File: src/hdl/char_lcd_text_writer_top_assert.svh
// ---------------------------------------------------------------------------
// Assertion macros for the character LCD text writer
// Each macro expands to one labeled concurrent assertion on clk and rst_n.
// ---------------------------------------------------------------------------
`ifndef CHAR_LCD_TEXT_WRITER_TOP_ASSERT_SVH
`define CHAR_LCD_TEXT_WRITER_TOP_ASSERT_SVH

// Same-cycle implication, checked out of reset only.
`define CLW_ASSERT_IMP(lbl, ante, cons, msg) \
    lbl: assert property (@(posedge clk) disable iff (!rst_n) (ante) |-> (cons)) \
        else $error(msg);

// Next-cycle implication, checked out of reset only.
`define CLW_ASSERT_NEXT(lbl, ante, cons, msg) \
    lbl: assert property (@(posedge clk) disable iff (!rst_n) (ante) |=> (cons)) \
        else $error(msg);

`endif

File: src/hdl/clw_pkg.sv
// ---------------------------------------------------------------------------
// clw_pkg
// Shared types, codes and helper functions of the character LCD text writer.
// ---------------------------------------------------------------------------
package clw_pkg;

    // Operation codes
    localparam logic [2:0] OP_INIT = 3'd0;
    localparam logic [2:0] OP_PUT  = 3'd1;
    localparam logic [2:0] OP_SET  = 3'd2;
    localparam logic [2:0] OP_CMD  = 3'd3;
    localparam logic [2:0] OP_DATA = 3'd4;
    localparam logic [2:0] OP_CTRL = 3'd5;

    // Configuration register indexes
    localparam logic CFG_NUM_COLS = 1'b0;
    localparam logic CFG_NUM_ROWS = 1'b1;

    localparam logic [5:0] NUM_COLS_RST = 6'd20;
    localparam logic [2:0] NUM_ROWS_RST = 3'd4;

    // Special characters
    localparam logic [7:0] CHAR_LF = 8'h0A;
    localparam logic [7:0] CHAR_CR = 8'h0D;

    // LCD command bytes
    localparam logic [7:0] LCD_FSET_1L   = 8'h20;
    localparam logic [7:0] LCD_FSET_2L   = 8'h28;
    localparam logic [7:0] LCD_CLR_DISP  = 8'h01;
    localparam logic [7:0] LCD_ENTRY     = 8'h06;
    localparam logic [7:0] LCD_DDRAM     = 8'h80;
    localparam logic [4:0] LCD_DISP_HEAD = 5'b00001;

    // Entry list per operation and byte queue geometry
    localparam int LIST_LEN   = 7;
    localparam int LIST_CNT_W = 3;
    localparam int FIFO_DEPTH = 4;
    localparam int FIFO_AW    = 2;

    // One byte transfer (or a lone nibble when single is set)
    typedef struct packed {
        logic       single;
        logic [7:0] byte_val;
        logic       rs;
        logic [3:0] wait_fin;
        logic       last;
    } clw_entry_t;

    typedef struct packed {
        logic full;
        logic empty;
    } clw_fifo_stat_t;

    function automatic logic [7:0] row_base(input logic [1:0] r);
        logic [7:0] b;
        case (r)
            2'd0:    b = 8'h00;
            2'd1:    b = 8'h40;
            2'd2:    b = 8'h14;
            default: b = 8'h54;
        endcase
        return b;
    endfunction

    function automatic clw_entry_t byte_entry(input logic [7:0] b, input logic rs,
                                              input logic [3:0] w);
        clw_entry_t e;
        e.single   = 1'b0;
        e.byte_val = b;
        e.rs       = rs;
        e.wait_fin = w;
        e.last     = 1'b0;
        return e;
    endfunction

    function automatic clw_entry_t cmd_entry(input logic [7:0] b);
        return byte_entry(b, 1'b0, (b < 8'd4) ? 4'd3 : 4'd2);
    endfunction

    function automatic clw_entry_t nib_entry(input logic [3:0] n, input logic [3:0] w);
        clw_entry_t e;
        e.single   = 1'b1;
        e.byte_val = {4'd0, n};
        e.rs       = 1'b0;
        e.wait_fin = w;
        e.last     = 1'b0;
        return e;
    endfunction

endpackage

File: src/hdl/clw_front.sv
// ---------------------------------------------------------------------------
// clw_front
// Accept operations, track cursor and display bits, expand each operation
// into a list of byte transfers and push them into the byte queue.
// ---------------------------------------------------------------------------
module clw_front #(
    parameter int MAX_COLS = 40
) (
    input  logic                clk,
    input  logic                rst_n,
    input  logic                cfg_we,
    input  logic                cfg_addr,
    input  logic [5:0]          cfg_data,
    input  logic                in_valid,
    output logic                in_ready,
    input  logic [2:0]          op,
    input  logic [7:0]          value,
    input  logic [7:0]          row,
    input  logic [5:0]          col,
    input  logic [2:0]          ctrl_mask,
    input  logic                ctrl_set,
    input  logic                fifo_full,
    output logic                push,
    output clw_pkg::clw_entry_t push_entry
);
    import clw_pkg::*;

    localparam logic [5:0] MAX_COLS_V = 6'(MAX_COLS);

    logic [5:0]      num_cols_reg;
    logic [2:0]      num_rows_reg;
    logic [1:0]      cursor_row_reg, cursor_row_next;
    logic [5:0]      cursor_col_reg, cursor_col_next;
    logic [2:0]      disp_reg, disp_next;
    clw_entry_t      list_reg [LIST_LEN];
    clw_entry_t      list_next [LIST_LEN];
    logic [LIST_CNT_W-1:0] cnt_reg, cnt_next;

    logic [1:0] last_row;
    logic [5:0] eff_cols;
    logic       accept;
    logic       wrap;
    logic [1:0] r1, r2;
    logic [5:0] c1;
    clw_entry_t e_wrap, e_main;
    logic [2:0] disp_upd;

    function automatic logic [1:0] fix_row(input logic [7:0] r, input logic [1:0] lr);
        return (r > {6'd0, lr}) ? 2'd0 : r[1:0];
    endfunction

    function automatic logic [7:0] ddram_addr(input logic [1:0] r, input logic [5:0] c);
        return LCD_DDRAM | ({2'd0, c} + row_base(r));
    endfunction

    always_comb
    begin
        if (num_rows_reg == 3'd0)
            last_row = 2'd0;
        else if (num_rows_reg > 3'd4)
            last_row = 2'd3;
        else
            last_row = 2'(num_rows_reg - 3'd1);
    end

    assign eff_cols = (num_cols_reg > MAX_COLS_V) ? MAX_COLS_V : num_cols_reg;

    assign push       = (cnt_reg != '0) && !fifo_full;
    assign push_entry = list_reg[0];
    assign in_ready   = (cnt_reg == '0) || ((cnt_reg == LIST_CNT_W'(1)) && push);
    assign accept     = in_valid && in_ready;

    // Put-character pieces: optional wrap, then newline, return or data
    always_comb
    begin
        wrap   = cursor_col_reg >= eff_cols;
        r1     = wrap ? fix_row({6'd0, cursor_row_reg} + 8'd1, last_row) : cursor_row_reg;
        c1     = wrap ? 6'd0 : cursor_col_reg;
        e_wrap = cmd_entry(ddram_addr(r1, 6'd0));
        if (value == CHAR_LF)
        begin
            r2     = fix_row({6'd0, r1} + 8'd1, last_row);
            e_main = cmd_entry(ddram_addr(r2, c1));
        end
        else if (value == CHAR_CR)
        begin
            r2     = fix_row({6'd0, r1}, last_row);
            e_main = cmd_entry(ddram_addr(r2, 6'd0));
        end
        else
        begin
            r2     = r1;
            e_main = byte_entry(value, 1'b1, 4'd1);
        end
        disp_upd = ctrl_set ? (disp_reg | ctrl_mask) : (disp_reg & ~ctrl_mask);
    end

    // Build the transfer list of the offered operation
    always_comb
    begin
        clw_entry_t            lst [LIST_LEN];
        logic [LIST_CNT_W-1:0] n;
        for (int i = 0; i < LIST_LEN; i++)
            lst[i] = '0;
        n               = '0;
        cursor_row_next = cursor_row_reg;
        cursor_col_next = cursor_col_reg;
        disp_next       = disp_reg;
        case (op)
            OP_INIT:
            begin
                lst[0] = nib_entry(4'd3, 4'd5);
                lst[1] = nib_entry(4'd3, 4'd1);
                lst[2] = nib_entry(4'd3, 4'd1);
                lst[3] = nib_entry(4'd2, 4'd1);
                lst[4] = cmd_entry((num_rows_reg > 3'd1) ? LCD_FSET_2L : LCD_FSET_1L);
                lst[5] = byte_entry(LCD_CLR_DISP, 1'b0, 4'd11);
                lst[6] = cmd_entry(LCD_ENTRY);
                n      = LIST_CNT_W'(7);
                cursor_row_next = 2'd0;
                cursor_col_next = 6'd0;
                disp_next       = 3'd4;
            end
            OP_PUT:
            begin
                if (wrap)
                begin
                    lst[0] = e_wrap;
                    lst[1] = e_main;
                    n      = LIST_CNT_W'(2);
                end
                else
                begin
                    lst[0] = e_main;
                    n      = LIST_CNT_W'(1);
                end
                cursor_row_next = r2;
                if (value == CHAR_LF)
                    cursor_col_next = c1;
                else if (value == CHAR_CR)
                    cursor_col_next = 6'd0;
                else
                    cursor_col_next = c1 + 6'd1;
            end
            OP_SET:
            begin
                cursor_row_next = fix_row(row, last_row);
                cursor_col_next = col;
                lst[0] = cmd_entry(ddram_addr(fix_row(row, last_row), col));
                n      = LIST_CNT_W'(1);
            end
            OP_CMD:
            begin
                lst[0] = cmd_entry(value);
                n      = LIST_CNT_W'(1);
            end
            OP_DATA:
            begin
                lst[0] = byte_entry(value, 1'b1, 4'd1);
                n      = LIST_CNT_W'(1);
            end
            OP_CTRL:
            begin
                disp_next = disp_upd;
                lst[0]    = cmd_entry({LCD_DISP_HEAD, disp_upd});
                n         = LIST_CNT_W'(1);
            end
            default:
            begin
                n = '0;
            end
        endcase
        // Mark the final transfer of this operation
        for (int i = 0; i < LIST_LEN; i++)
            if ((n != '0) && (LIST_CNT_W'(i) == n - LIST_CNT_W'(1)))
                lst[i].last = 1'b1;

        // Load on accept, otherwise shift out on push
        cnt_next = cnt_reg;
        for (int i = 0; i < LIST_LEN; i++)
            list_next[i] = list_reg[i];
        if (accept)
        begin
            for (int i = 0; i < LIST_LEN; i++)
                list_next[i] = lst[i];
            cnt_next = n;
        end
        else if (push)
        begin
            for (int i = 0; i < LIST_LEN - 1; i++)
                list_next[i] = list_reg[i + 1];
            list_next[LIST_LEN - 1] = '0;
            cnt_next = cnt_reg - LIST_CNT_W'(1);
        end
    end

    always_ff @(posedge clk or negedge rst_n)
    begin
        if (!rst_n)
        begin
            num_cols_reg   <= NUM_COLS_RST;
            num_rows_reg   <= NUM_ROWS_RST;
            cursor_row_reg <= 2'd0;
            cursor_col_reg <= 6'd0;
            disp_reg       <= 3'd0;
            cnt_reg        <= '0;
        end
        else
        begin
            if (cfg_we && (cfg_addr == CFG_NUM_COLS))
                num_cols_reg <= cfg_data;
            if (cfg_we && (cfg_addr == CFG_NUM_ROWS))
                num_rows_reg <= cfg_data[2:0];
            if (accept)
            begin
                cursor_row_reg <= cursor_row_next;
                cursor_col_reg <= cursor_col_next;
                disp_reg       <= disp_next;
            end
            cnt_reg <= cnt_next;
        end
    end

    always_ff @(posedge clk)
    begin
        for (int i = 0; i < LIST_LEN; i++)
            list_reg[i] <= list_next[i];
    end

endmodule

File: src/hdl/clw_fifo.sv
// ---------------------------------------------------------------------------
// clw_fifo
// Short queue of byte transfers between the front and the back end.
// ---------------------------------------------------------------------------
module clw_fifo (
    input  logic                    clk,
    input  logic                    rst_n,
    input  logic                    push,
    input  clw_pkg::clw_entry_t     push_entry,
    input  logic                    pop,
    output clw_pkg::clw_entry_t     head,
    output clw_pkg::clw_fifo_stat_t stat
);
    import clw_pkg::*;

    clw_entry_t           mem [FIFO_DEPTH];
    logic [FIFO_AW-1:0]   wr_ptr_reg, rd_ptr_reg;
    logic [FIFO_AW:0]     count_reg;
    logic                 do_push, do_pop;

    assign stat.full  = (count_reg == (FIFO_AW+1)'(FIFO_DEPTH));
    assign stat.empty = (count_reg == '0);
    assign do_push    = push && !stat.full;
    assign do_pop     = pop && !stat.empty;
    assign head       = mem[rd_ptr_reg];

    always_ff @(posedge clk)
    begin
        if (do_push)
            mem[wr_ptr_reg] <= push_entry;
    end

    always_ff @(posedge clk or negedge rst_n)
    begin
        if (!rst_n)
        begin
            wr_ptr_reg <= '0;
            rd_ptr_reg <= '0;
            count_reg  <= '0;
        end
        else
        begin
            if (do_push)
                wr_ptr_reg <= wr_ptr_reg + FIFO_AW'(1);
            if (do_pop)
                rd_ptr_reg <= rd_ptr_reg + FIFO_AW'(1);
            if (do_push && !do_pop)
                count_reg <= count_reg + (FIFO_AW+1)'(1);
            else if (do_pop && !do_push)
                count_reg <= count_reg - (FIFO_AW+1)'(1);
        end
    end

endmodule

File: src/hdl/clw_back.sv
// ---------------------------------------------------------------------------
// clw_back
// Split queued byte transfers into nibbles, high nibble first (a lone
// nibble passes as it is), into an output register.
// ---------------------------------------------------------------------------
module clw_back (
    input  logic                clk,
    input  logic                rst_n,
    input  clw_pkg::clw_entry_t head,
    input  logic                empty,
    output logic                pop,
    output logic                phase,
    output logic                out_valid,
    input  logic                out_ready,
    output logic [3:0]          nibble,
    output logic                reg_select,
    output logic [3:0]          wait_ms,
    output logic                last
);
    import clw_pkg::*;

    logic       valid_reg;
    logic       phase_reg;
    logic [3:0] nibble_reg, nibble_next;
    logic       rs_reg;
    logic [3:0] wait_reg, wait_next;
    logic       last_reg, last_next;
    logic       free, take;

    assign free = !valid_reg || out_ready;
    assign take = free && !empty;

    always_comb
    begin
        if (head.single || phase_reg)
        begin
            nibble_next = head.byte_val[3:0];
            wait_next   = head.wait_fin;
            last_next   = head.last;
            pop         = take;
        end
        else
        begin
            nibble_next = head.byte_val[7:4];
            wait_next   = 4'd0;
            last_next   = 1'b0;
            pop         = 1'b0;
        end
    end

    always_ff @(posedge clk or negedge rst_n)
    begin
        if (!rst_n)
        begin
            valid_reg <= 1'b0;
            phase_reg <= 1'b0;
        end
        else
        begin
            if (free)
                valid_reg <= take;
            if (take && !head.single)
                phase_reg <= !phase_reg;
        end
    end

    always_ff @(posedge clk)
    begin
        if (take)
        begin
            nibble_reg <= nibble_next;
            rs_reg     <= head.rs;
            wait_reg   <= wait_next;
            last_reg   <= last_next;
        end
    end

    assign phase      = phase_reg;
    assign out_valid  = valid_reg;
    assign nibble     = nibble_reg;
    assign reg_select = rs_reg;
    assign wait_ms    = wait_reg;
    assign last       = last_reg;

endmodule

File: src/hdl/char_lcd_text_writer_top.sv
// ---------------------------------------------------------------------------
// char_lcd_text_writer_top
// Host side of a 4-bit character LCD link: turns text and control
// operations into nibble transfers with register select, wait and last.
// ---------------------------------------------------------------------------
//
//  Channel   | Direction | Content
//  ----------+-----------+------------------------------------------------
//  s_axis    | in        | one operation request (op, value, row, col, ...)
//  m_axis    | out       | one nibble transfer (nibble, wait, rs, last)
//  cfg       | in        | register write: num_cols (0), num_rows (1)
//
//  A request expands into 0 to 10 nibbles (init gives 10, put-char up to 4,
//  unused op codes none); the back end sends one nibble per cycle while
//  m_axis is ready and the queue is not empty.
//  The front takes the next request while the previous one's last entry is
//  pushed. Reset clears cursor, display bits, queue and output valid;
//  num_cols and num_rows return to 20 and 4. Either side may stall any time.
//
module char_lcd_text_writer_top #(
    parameter int MAX_COLS = 40
) (
    input  logic        clk,
    input  logic        rst_n,
    // configuration write port
    input  logic        cfg_we,
    input  logic [0:0]  cfg_addr,
    input  logic [5:0]  cfg_data,
    // request stream
    input  logic        s_axis_tvalid,
    output logic        s_axis_tready,
    input  logic [31:0] s_axis_tdata,   // op[2:0] value[10:3] row[18:11] col[24:19]
                                        // ctrl_mask[27:25] ctrl_set[28], zero pad
    // nibble stream
    output logic        m_axis_tvalid,
    input  logic        m_axis_tready,
    output logic [7:0]  m_axis_tdata,   // nibble[3:0] wait_ms[7:4]
    output logic [0:0]  m_axis_tuser,   // reg_select[0]
    output logic        m_axis_tlast
);
    import clw_pkg::*;

    clw_entry_t     push_entry;
    clw_entry_t     head;
    clw_fifo_stat_t fifo_stat;
    logic           push;
    logic           pop;
    logic           phase;
    logic [3:0]     nibble;
    logic [3:0]     wait_ms;

    // Front: accept, classify and expand requests, hold cursor state
    clw_front #(
        .MAX_COLS (MAX_COLS)
    ) u_front (
        .clk        (clk),
        .rst_n      (rst_n),
        .cfg_we     (cfg_we),
        .cfg_addr   (cfg_addr[0]),
        .cfg_data   (cfg_data),
        .in_valid   (s_axis_tvalid),
        .in_ready   (s_axis_tready),
        .op         (s_axis_tdata[2:0]),
        .value      (s_axis_tdata[10:3]),
        .row        (s_axis_tdata[18:11]),
        .col        (s_axis_tdata[24:19]),
        .ctrl_mask  (s_axis_tdata[27:25]),
        .ctrl_set   (s_axis_tdata[28]),
        .fifo_full  (fifo_stat.full),
        .push       (push),
        .push_entry (push_entry)
    );

    // Queue: decouple request expansion from nibble output
    clw_fifo u_fifo (
        .clk        (clk),
        .rst_n      (rst_n),
        .push       (push),
        .push_entry (push_entry),
        .pop        (pop),
        .head       (head),
        .stat       (fifo_stat)
    );

    // Back: split bytes into nibbles and drive the output register
    clw_back u_back (
        .clk        (clk),
        .rst_n      (rst_n),
        .head       (head),
        .empty      (fifo_stat.empty),
        .pop        (pop),
        .phase      (phase),
        .out_valid  (m_axis_tvalid),
        .out_ready  (m_axis_tready),
        .nibble     (nibble),
        .reg_select (m_axis_tuser[0]),
        .wait_ms    (wait_ms),
        .last       (m_axis_tlast)
    );

    assign m_axis_tdata = {wait_ms, nibble};

`include "char_lcd_text_writer_top_assert.svh"

    // Never push into a full queue: the front must see backpressure
    `CLW_ASSERT_IMP(a_no_push_full, push, !fifo_stat.full, "push into full queue")
    // Never pop an empty queue
    `CLW_ASSERT_IMP(a_no_pop_empty, pop, !fifo_stat.empty, "pop from empty queue")
    // While the low nibble is pending its byte must still sit at the head
    `CLW_ASSERT_IMP(a_phase_holds_entry, phase, !fifo_stat.empty,
        "low nibble pending without queued byte")
    // A popped byte always leaves a nibble in the output register
    `CLW_ASSERT_NEXT(a_pop_gives_valid, pop, m_axis_tvalid, "pop without output nibble")

endmodule
File: config.mk
export PLATFORM = sky130hd
export DESIGN_NAME = char_lcd_text_writer_top
export DESIGN_NICKNAME = d
export VERILOG_FILES = /design/src/hdl/clw_pkg.sv /design/src/hdl/clw_front.sv /design/src/hdl/clw_fifo.sv /design/src/hdl/clw_back.sv /design/src/hdl/char_lcd_text_writer_top.sv
export VERILOG_INCLUDE_DIRS = /design/src /design/src/hdl
export SDC_FILE = /design/constraint.sdc
export NUM_CORES = 1
export LEC_CHECK = 0
export BUFFER_PORTS_ARGS = -buffer_cell sky130_fd_sc_hd__buf_2
export CAP_MARGIN = 5
export CORE_UTILIZATION = 60
export DETAILED_ROUTE_END_ITERATION = 6
export PLACE_DENSITY = 0.92
export SLEW_MARGIN = 20
export SYNTH_ARGS = -nofsm -noshare
export SYNTH_HDL_FRONTEND = slang
export SYNTH_SLANG_ARGS = --single-unit
File: constraint.sdc
create_clock -name clk -period 6.7 [get_ports clk]
set_clock_uncertainty 0.05 [all_clocks]
set_input_delay 0.67 -clock clk [delete_from_list [all_inputs] [get_ports clk]]
set_output_delay 0.67 -clock clk [all_outputs]
set_load 0.01 [all_outputs]
---- Yosys cells after proc, flatten, opt, wreduce, memory -nomap -nowiden ----
Memory sizes are Yosys's and may differ from the RTL's.
Cells that the tools add are included.
cells by class
  $add $sub $neg .......................... 12
  order comparisons ....................... 14
  equality and inequality tests ........... 23
  mux-type cells .......................... 58
  bitwise gates (word level) .............. 4
  reduce and logical (&&, ||, !) cells .... 46
operators by type and width
  kind                 count
  $mux 105             2
  $pmux 15 s6          1
  $pmux 7 s3           4
  $mux 75              1
  $lt 8x3->1 const B   6
  $mux 15              3
  $pmux 15 s2          1
  $mux 7               4
  $gt 8x2->1           3
  $mux 6               4
  $mux 2               10
  $logic_and 1x1->1    18
  $pmux 6 s3           1
  $eq 8x4->1 const B   2
  $mux 1               16
  $logic_not 3->1      5
  $mux 3               5
  $add 6x7->7          2
  $mux 14              1
  $eq 3x3->1 const A   3
  $eq 3x3->1 const B   3
  $pmux 3 s3           1
  $reduce_bool 3->1    3
  $sub 3x1->3 const B  3
  other kinds (29)     55
storage, ports and cells
  register bits after elaboration ......... 42
  RAM bits ................................ 165
  bits of input ports ..................... 44
  output and inout bits ................... 12
  word-level logic and storage cells ...... 174
  memories ................................ 2
memories
  memory            words  bits a word  read ports  clocked after memory_dff  write ports  line             text
  u_front.list_reg  7      15           7           0                         7            clw_front.sv:35  clw_entry_t list_reg [LIST_LEN];
  u_fifo.mem        4      15           1           0                         1            clw_fifo.sv:16   clw_entry_t mem [FIFO_DEPTH];

---- Depth between registers and ports, before layout ----
Gate-level depths: netlist of the first run.
  depth in word-level cells ............... 20
  mapped depth ............................ 24
  gate-level depth less buffers ........... 24

---- By module ----
A second synthesis of the first run with hierarchy kept.
second synthesis, totals
  cell total of the unflattened synthesis .. 606
  area, all modules ....................... 7,579.8 um^2
modules (own cells, without submodules)
  module     times used  cells an instance  area an instance (um^2)  seq. area each (um^2)
  clw_front  1           462                4,481.8                  1,960.6
  clw_fifo   1           116                2,605.0                  1,976.9
  clw_back   1           28                 493.0                    350.3

---- Worst setup path before layout of the first run ----
Ideal clock, no wire load.
  kind .................................... flip-flop to flip-flop
  start ................................... reg u_front.num_cols_reg[4]
  end ..................................... mem u_front.list_reg[0][12] (netlist name), data pin
  setup time .............................. 0.275 ns
  data arrival time ....................... 4.628 ns
  data required time ...................... 6.375 ns
  path slack .............................. 1.747 ns
  stages on the path, launching flop included .. 24
  buffers on the path ..................... 1
  period minus slack after synthesis ...... 4.953 ns
  cell sequence ........................... dfstp_2 o21ai_0 and2_1 ha_1 nand2b_1 a21oi_1 o21ai_0 clkbuf_1 mux2i_1 inv_1 ha_1 ha_1 nor2b_1 o31ai_1 nand2_1 inv_1 ha_1 ha_1 a21oi_1 nor2_1 nand4bb_1 o221ai_1 o2111ai_1 o211ai_1
RTL lines
  element                 line              text
  start, declared         clw_front.sv:30   logic [5:0] num_cols_reg;
  start signal, assigned  clw_front.sv:211  num_cols_reg <= cfg_data;
  end, declared           clw_front.sv:35

==> results of run 1 <==
## per-layer routing
metal | wire (µm) | vias up | part of all wire (%)
met3 | 1060 | 35 | 6.1
li1 | - | 2356 | -
met4 | 442 | 0 | 2.5
met1 | 6700 | 2573 | 38
met5 | 0 | - | 0
met2 | 9300 | 259 | 53
## placed cells by master (no fill, tap or decap), drive strengths merged, types with 5 or more instances in the layout
master / count
and4: 5
clkbuf: 17
o21ai: 32
a21o: 13
dfrtp: 29
and3: 8
ha: 34
a21oi: 21
a22o: 21
nand2: 47
buf: 59
xnor2: 8
nor2b: 15
a31oi: 6
dfxtp: 9
o211ai: 5
mux4: 15
and2: 13
inv: 32
edfxtp: 110
mux2: 15
nor3: 11
a211oi: 5
nand3: 10
nor2: 34
## metrics by stage
| stage | instances | instance area [µm²] | hold WS [ns] |
|---|---|---|---|
| CTS | 826 | 8490 | 0.287 |
| global placement | 795 | 7900 | 0.402 |
| finish | 826 | 8490 | 0.267 |
| global route | 826 | 8490 | 0.323 |
| floorplan | 600 | 7540 | 0.324 |
| detailed placement | 795 | 7900 | 0.412 |
## cells by family (layout without fill, tap and decap cells)
logic type | count (synthesis) | after routing | share of synthesized area [%]
AOI/OAI and AO/OA | 137 | 137 | 12.6
xor gates and xnor gates | 12 | 12 | 1.39
adders and majority gates | 36 | 36 | 6.04
buffers and inverters | 60 | 118 | 3.67
DFF | 151 | 151 | 56.8
muxes | 34 | 34 | 7.25
and+or+nand+nor | 170 | 170 | 12.2
## worst paths after layout
kind,slack (ns),cells past startpoint,to
min in group clk,0.41,3,u_front.num_cols_reg[5]
max,0.96,23,u_front.list_reg[0][12]
max reg2reg,0.96,23,u_front.list_reg[0][12]
min reg2reg,0.43,1,u_front.list_reg[2][9]
min,0.27,1,u_front.num_cols_reg[0]
max in group asynchronous,5.83,1,u_front.cursor_row_reg[0]
## area by class of cell
class	instances	area [µm²]
Timing Repair Buffer	59	313
Clock inverter	14	173
Tap cell	168	210
Inverter	28	105
Sequential cell	151	4290
Clock buffer	17	425
Multi-Input combinational cell	389	2980
Fill cell	816	3620
## power by group through the flow
stage          clock [mW]  sequential, mW  combinational [mW]
6_report            0.973            1.83                1.52
5_1_grt              1.01            1.87                1.67
4_1_cts             0.978            1.83                1.52
3_5_place_dp            0            1.82                1.48
3_3_place_gp            0            1.78                1.39
2_1_floorplan           0            1.72                1.15
==> flow_summary.yaml, run 1 <==
die:
  die_w_um: 114
  die_y_um: 114
  initial_core_util_pct: 62.3
  rows: 40
  die_area_um2: 13000
  core-area_um2: 12100
  io_pins: 56
detailed_routing:
  ant_nets: 0
  wl_per_cell_um: 21.2
  drt-vias-per-instance: 6.32
  drc: 0
  vias: 5223
  wl_mm: 17.5
  detail_route.iter0.violations: 466
  drtPass1Iterations: 5
timing:
  timing.slew.headroom_pct: 32.3
  setup_viol: 0
  slew_viol_final: 0
  rsz0062_at_grt: "no"
  worst_pin_slew_ns: 1.02
  fmax_mhz: 174
  layout_setup_ws_ns: 0.962
  min_period_over_period_pct: 85.6
  setup-tns-final_ns: 0
  finalHoldViolCount: 0
  fin_crit_ns: 5.74
setup_path:
  crit_path_top_delay_cell: "o31ai_1"
  crit_start: "u_front.num_rows_reg[0]"
  crit_chain: "inv_1 > ha_1 > maj3_1 > ha_1 > nor2b_1 > o31ai_1 > nor2b_1 > mux2i_1 > inv_1 > ha_1 > ha_1 > nor2b_1 > o31ai_1 > nand2_1 > inv_1 > ha_1 > ha_1 > a21oi_1 > nor2_1 > nand4bb_1 > o221ai_1 > o2111ai_1 > o211ai_1"
  endpoint_kind: "flop"
  worstSetupStartpointType: "flop"
  critPathBufInv: 3
  r2r-start: "u_front.num_rows_reg[0]"
  path_max_fanout: 5
  cp_top_family: "adder cells"
  max_stage_delay_ns: 0.51
  critPathArrivalTime_ns: 5.83
  cp_data_required_time_ns: 6.79
  criticalPathCategory: "flop to flop"
  crit_path_frequent_cell: "ha_1"
synthesis:
  ys_top_cells_by_count: "edfxtp_1, nand2_1, ha_1"
  synth_nets: 679
  synthArstFlopShare_pct: 21.2
  ys_seq_area_share_pct: 56.8
  synth_ff_type: "edfxtp_1"
  yosys_register_bits: 151
  synth_cells: 600
  synthTopCellsByArea: "edfxtp_1, dfrtp_1, ha_1"
  synth_edf_count: 110
  ys_warn_count: 0
  yosysTopAreaCellShare_pct: 43.8
  synthMostInstantiatedCell: "edfxtp_1"
  syn_area_per_cell_um2: 12.6
  yosys.area.top_type: "edfxtp_1"
  netlist_area_um2: 7540
  synthDistinctLibCells: 73
min_path:
  hold_path.class: "primary input to async pin"
clock_network:
  max-clock-path-buffers: 2
  cts.sink_count: 151
  clkTransAtPathRegs_ns: 0.06
  cts_tree: "built"
  cts_hold_buffers: 0
  cts_resized: 0
  post_cts_buffers: 0
  cts_root_buffer: "clkbuf_16"
  h-tree-depth: 4
  cts_inserted_buffers: 17
  clk_latency_ns: 0.43
placement:
  gp_congestion: 0.933
  hpwl_mm: 11.7
  pre_cts_ws_ns: 1.08
  numPortBuffers: 52
power_and_ir_drop:
  power_switching_mw: 1.54
  leakage_nw: 3.48
  switching_share_pct: 35.6
  pwr-share-clk_pct: 22.5
  power_frac_seq_pct: 42.3
  peakVddDrop_mv: 0.295
  p_int_mw: 2.78
  combPwrFrac_pct: 35.2
  fin_total_pwr_mw: 4.33
  power_density_nw_per_um2: 509
grt:
  grt_pass1_vias: 5258
  use_met1_pct: 34.1
  busiest_layer: "met2"
  met3_usage_pct: 6.19
  grt_pass1_wl_mm: 27.8
  grtUsageTotal_pct: 29.1
  gr-usage-met2_pct: 52.3
  grt_max_degree: 36
  antenna_found_initial: 0
  overflow: 0
final_layout:
  n_antenna_cell: 0
  area_delta_synth_final_pct: 12.6
  drive_above_1_share_pct: 20.4
  largest_register_ffs: 60
  fin_util_pct: 70.1
  nets: 725
run_status:
  status: "complete, no violations"
flow_run:
  maxCapViolations: 0
No activity file was read; power rests on OpenSTA's default activity.
==> inputs of run 2 (changes only) <==
--- a/config.mk
+++ b/config.mk
@@ -8,9 +8,9 @@
 export LEC_CHECK = 0
 export BUFFER_PORTS_ARGS = -buffer_cell sky130_fd_sc_hd__buf_2
 export CAP_MARGIN = 5
-export CORE_UTILIZATION = 60
+export CORE_UTILIZATION = 55
 export DETAILED_ROUTE_END_ITERATION = 6
-export PLACE_DENSITY = 0.92
+export PLACE_DENSITY_LB_ADDON = 0.1
 export SLEW_MARGIN = 20
 export SYNTH_ARGS = -nofsm -noshare
 export SYNTH_HDL_FRONTEND = slang
==> constraint.sdc (replaced) <==
create_clock -name clk -period 4.8 [get_ports clk]
set_clock_uncertainty 0.05 [all_clocks]
set_input_delay 0.48 -clock clk [delete_from_list [all_inputs] [get_ports clk]]
set_output_delay 0.48 -clock clk [all_outputs]
set_load 0.01 [all_outputs]
==> flow_summary.yaml, run 2 (synthesis gave the netlist of run 1 again) <==
run_status:
  status: "complete, no violations"
grt:
  grt_max_degree: 41
  grtUsageTotal_pct: 26.5
  antenna_found_initial: 0
  grt_pass1_wl_mm: 28.2
  grt_pass1_vias: 5411
  overflow: 0
clock_network:
  clkTransAtPathRegs_ns: 0.06
  cts_tree: "built"
  clk_latency_ns: 0.42
  h-tree-depth: 4
  cts_root_buffer: "clkbuf_16"
  max-clock-path-buffers: 2
  cts.sink_count: 151
  cts_inserted_buffers: 17
  cts_hold_buffers: 0
flow_run:
  maxCapViolations: 0
timing:
  slew_viol_final: 0
  fmax_mhz: 218
  setup-tns-final_ns: 0
  min_period_over_period_pct: 95.7
  fin_crit_ns: 4.59
  timing.slew.headroom_pct: 32.2
  worst_pin_slew_ns: 1.02
  finalHoldViolCount: 0
  setup_viol: 0
final_layout:
  fillCellCount: 1002
  largest_register_ffs: 60
  drive_above_1_share_pct: 25.1
  multiInputGateArea_um2: 3080
  final_common_cell: "edfxtp_1"
  nets: 747
  n_antenna_cell: 0
  area_delta_synth_final_pct: 15.7
  regArea_um2: 4290
  final_design_area_no_fill_um2: 8730
  final_cell_mix: "edfxtp_1, buf_2, nand2_1"
setup_path:
  critPathBufInv: 3
  ff2ff_setup_slack_ns: 0.21
  crit_path_frequent_cell: "ha_4"
  max_stage_delay_ns: 0.37
  endpoint_kind: "flop"
  critPathArrivalTime_ns: 4.66
  crit_path_top_delay_cell: "dfrtp_1"
  criticalPathCategory: "flop to flop"
  worstSetupStartpointType: "flop"
  crit_chain: "inv_1 > ha_1 > maj3_2 > ha_4 > nor2b_2 > o31ai_2 > nor2b_4 > mux2i_2 > inv_2 > ha_4 > ha_1 > nor2b_1 > o31ai_2 > nand2_1 > inv_2 > ha_4 > ha_4 > a21oi_2 > nor2_1 > nand4bb_1 > o221ai_2 > o2111ai_1 > o211ai_1"
  path_max_fanout: 3
  cp_top_family: "adder cells"
  cp_data_required_time_ns: 4.87
power_and_ir_drop:
  leakage_nw: 3.57
  fin_total_pwr_mw: 6.23
  peakVddDrop_mv: 0.434
  power_density_nw_per_um2: 714
placement:
  hpwl_mm: 12.2
  place_area_um2: 8020
  gp_congestion: 0.987
  numPortBuffers: 52
detailed_routing:
  vias: 5195
  wl_mm: 17.3
  drt-vias-per-instance: 6.06
  detail_route.iter0.violations: 538
  wl_per_cell_um: 20.1
  drtPass1Iterations: 5
  drc: 0
  ant_nets: 0
die:
  die_w_um: 119
  io_pins: 56
  die_area_um2: 14200
  rows: 42
  initial_core_util_pct: 56.7
  die_y_um: 119
  core-area_um2: 13300
min_path:
  hold_path.class: "primary input to async pin"
-- run 2: cell types whose count changed in the layout (fill, tap and decap cells not counted), sizes merged --
| cell | before | now |
|---|---|---|
| buf | 59 | 81 |
| clkinv | 4 | 7 |
| bufinv | 3 | 1 |
-- run 2: cell type report --
cell class / instances / area share, %
clock buffers: 17 / 4.88
clock inverters: 15 / 1.48
inverters: 28 / 1.20
multi-input cells: 389 / 35.3
flip-flops and latches: 151 / 49.1
well taps: 176 / 2.52
repair buffers: 81 / 5.48
-- run 2: power by group --
| group | total [mW] | internal (mW) | switching, mW |
|---|---|---|---|
| Sequential | 2.47 | 2.19 | 0.280 |
| Combinational | 2.51 | 1.14 | 1.37 |
| Clock | 1.25 | 0.714 | 0.539 |
-- run 2: through the flow --
| step | util [%] | hold slack [ns] | cells | setup slack [ns] |
|---|---|---|---|---|
| after floorplan | - | 0.134 | 600 | 0.0640 |
| after global placement | 60.3 | 0.399 | 818 | 0.0906 |
| after detailed placement | 60.3 | 0.413 | 818 | -0.0621 |
| after CTS | 64.9 | 0.0996 | 855 | 0.0161 |
| after global routing | 65.6 | 0.134 | 857 | -0.0181 |
| final | 65.6 | 0.0805 | 857 | 0.207 |
-- run 2: repair_timing --
| action | CTS | global route |
|---|---|---|
| endpoints found under the setup margin | 1 | 6 |
| hold endpoints to repair | 0 | 0 |
| setup buffers | 5 | 2 |
| pin swaps | 8 | 9 |
| resized for setup | 9 | 11 |
-- run 2: final timing paths --
check | cells after the start | startpoint | endpoint
setup / recovery | 23 | u_front.num_rows_reg[0] | u_front.list_reg[0][12]
hold reg to reg | 1 | u_front.list_reg[4][2] | u_front.list_reg[3][2]
hold / removal | 1 | rst_n | u_front.num_rows_reg[0]
setup reg to reg | 23 | u_front.num_rows_reg[0] | u_front.list_reg[0][12]
max in group asynchronous | 1 | rst_n | u_front.disp_reg[0]
min in group clk | 3 | cfg_data[5] | u_front.num_cols_reg[5]
-- run 2: worst reg2reg max path: stages (launching register included) --
cell and delay, ns:
dfrtp_1 0.37, inv_1 0.05, ha_1 0.29, maj3_2 0.34
ha_4 0.22, nor2b_2 0.15, o31ai_2 0.22, nor2b_4 0.20
mux2i_2 0.09, inv_2 0.10, ha_4 0.20, ha_1 0.28
nor2b_1 0.14, o31ai_2 0.21, nand2_1 0.13, inv_2 0.11
ha_4 0.15, ha_4 0.13, a21oi_2 0.05, nor2_1 0.17
nand4bb_1 0.18, o221ai_2 0.10, o2111ai_1 0.19, o211ai_1 0.16
-- run 2: layer usage --
| metal | vias up | GRT usage [%] | routed length, µm |
|---|---|---|---|
| met2 | 181 | 44.1 | 8530 |
| met1 | 2574 | 33.7 | 7400 |
| met4 | 0 | 10.4 | 448 |
| met5 | - | 0 | 0 |
| li1 | 2407 | - | - |
| met3 | 33 | 6.08 | 883 |
==> inputs of run 3 (changes only) <==
--- a/config.mk
+++ b/config.mk
@@ -8,7 +8,10 @@
 export LEC_CHECK = 0
 export BUFFER_PORTS_ARGS = -buffer_cell sky130_fd_sc_hd__buf_2
 export CAP_MARGIN = 5
-export CORE_UTILIZATION = 55
+export CELL_PAD_IN_SITES_DETAIL_PLACEMENT = 0
+export CELL_PAD_IN_SITES_GLOBAL_PLACEMENT = 2
+export CORE_MARGIN = 2
+export CORE_UTILIZATION = 38
 export DETAILED_ROUTE_END_ITERATION = 6
 export PLACE_DENSITY_LB_ADDON = 0.1
 export SLEW_MARGIN = 20
==> flow_summary.yaml, run 3 (synthesis gave the netlist of run 1 again) <==
run_status:
  status: "complete, no violations"
die:
  die_area_um2: 21000
  io_pins: 56
  die_y_um: 145
  core-area_um2: 19500
  die_w_um: 145
  initial_core_util_pct: 38.8
  rows: 51
clock_network:
  clk_latency_ns: 0.42
  cts_root_buffer: "clkbuf_16"
  clkTransAtPathRegs_ns: 0.07
  max-clock-path-buffers: 2
  cts_hold_buffers: 0
  cts_inserted_buffers: 17
  cts.sink_count: 151
  cts_tree: "built"
  h-tree-depth: 4
timing:
  fmax_mhz: 215
  slew_viol_final: 0
  min_period_over_period_pct: 96.8
  setup-tns-final_ns: 0
  worst_pin_slew_ns: 0.930
  timing.slew.headroom_pct: 37.5
  setup_viol: 0
  finalHoldViolCount: 0
  fin_crit_ns: 4.65
placement:
  dp.cells: 914
  numPortBuffers: 52
  gp_congestion: 0.868
  hpwl_mm: 13.0
  place_area_um2: 8190
detailed_routing:
  wl_mm: 18.2
  drc: 0
  wl_per_cell_um: 19.2
  drt-vias-per-instance: 5.33
  drtPass1Iterations: 4
  vias: 5061
  ant_nets: 0
  detail_route.iter0.violations: 391
setup_path:
  critPathArrivalTime_ns: 4.74
  cp_data_required_time_ns: 4.89
  criticalPathCategory: "flop to flop"
  endpoint_kind: "flop"
  reg2regPathDepth: 22
  worstSetupStartpointType: "flop"
  path_max_fanout: 3
  r2r-start: "u_front.num_rows_reg[0]"
  ff2ff_setup_slack_ns: 0.15
  reg2reg_to: "u_front.list_reg[0][12]"
grt:
  grt_pass1_vias: 5038
  grt_max_degree: 33
  grtUsageTotal_pct: 18.3
  overflow: 0
  grt_pass1_wl_mm: 28.6
  antenna_found_initial: 0
final_layout:
  final_design_area_no_fill_um2: 8890
  final_cell_mix: "edfxtp_1, buf_2, nand2_1"
  largest_register_ffs: 60
  final_common_cell: "edfxtp_1"
  n_antenna_cell: 0
  area_delta_synth_final_pct: 17.9
  nets: 750
  fillCellCount: 1842
  drive_above_1_share_pct: 25.7
  finalNonFillerCells: 949
flow_run:
  maxCapViolations: 0
power_and_ir_drop:
  leakage_nw: 3.61
  power_density_nw_per_um2: 703
  peakVddDrop_mv: 0.318
  fin_total_pwr_mw: 6.25
min_path:
  hold_path.class: "primary input to async pin"
-- run 3: changes by cell type in the layout (fill, tap and decap cells not counted), sizes merged --
| cell | delta |
|---|---|
| bufinv | +1 |
| clkinvlp | -2 |
| inv | +3 |
| buf | +3 |
| clkinv | -2 |
-- run 3: through the flow --
stage	worst slack (ns)	hold slack [ns]	utilization [%]
after detailed placement	-0.0335	0.406	42.1
after global placement	0.0966	0.396	42.1
after CTS	0.00339	0.157	45.2
after floorplan	0.0640	0.134	-
after global routing	-0.0121	0.179	45.7
final	0.152	0.128	45.7
-- run 3: layout make-up --
class,count,area (µm²),area share [%]
Clock buffer,17,425,4.78
Multi-Input combinational cell,389,3080,34.6
Tap cell,265,332,3.73
Sequential cell,151,4290,48.2
Inverter,28,105,1.18
Clock inverter,15,168,1.88
Timing Repair Buffer,84,500,5.63
-- run 3: where the power goes --
| part | internal [mW] | switching, mW |
|---|---|---|
| Combinational | 1.08 | 1.36 |
| Clock | 0.780 | 0.560 |
| Sequential | 2.19 | 0.276 |
-- run 3: how the worst max path moves through the flow --
stage	from	endpoint	slack [ns]	cells past startpoint
floorplan	u_front.num_cols_reg[4]	u_front.list_reg[0][12]	0.06	23
global placement	u_front.num_rows_reg[0]	u_front.list_reg[0][12]	0.1	23
detailed placement	u_front.num_rows_reg[1]	u_front.list_reg[0][12]	-0.03	23
CTS	u_front.num_cols_reg[4]	u_front.list_reg[0][12]	0.003	23
global route	u_front.num_rows_reg[0]	u_front.list_reg[0][11]	-0.01	22
finish	u_front.num_rows_reg[0]	u_front.list_reg[0][12]	0.15	22
-- run 3: timing repair --
item | 4_1_cts | 5_1_grt
pin swaps | 2 | 9
setup endpoints to repair | 2 | 6
setup buffers | 2 | 1
gates resized for setup | 3 | 18
-- run 3: worst max-delay path, cell delays in order, from the launching register on --
cell and delay, ns:
dfrtp_1 0.36, inv_1 0.05, ha_1 0.28, maj3_2 0.35
ha_4 0.25, nor2b_1 0.13, o31ai_1 0.28, nor2b_4 0.23
mux2i_4 0.09, inv_2 0.10, ha_4 0.20, ha_1 0.28
nor2b_1 0.14, o31ai_2 0.24, nand2_1 0.14, inv_2 0.11
ha_1 0.27, a21oi_2 0.16, nor2_2 0.06, a22oi_2 0.13
o221ai_2 0.13, o2111ai_1 0.22, o211ai_1 0.12
-- run 3: per-layer routing --
metal / routed length (µm) / global-route usage (%) / up-vias
li1: - / - / 2415
met1: 8640 / 24.9 / 2524
met2: 8670 / 29.6 / 105
met3: 637 / 3.78 / 17
met4: 241 / 5.47 / 0
met5: 0 / 0 / -
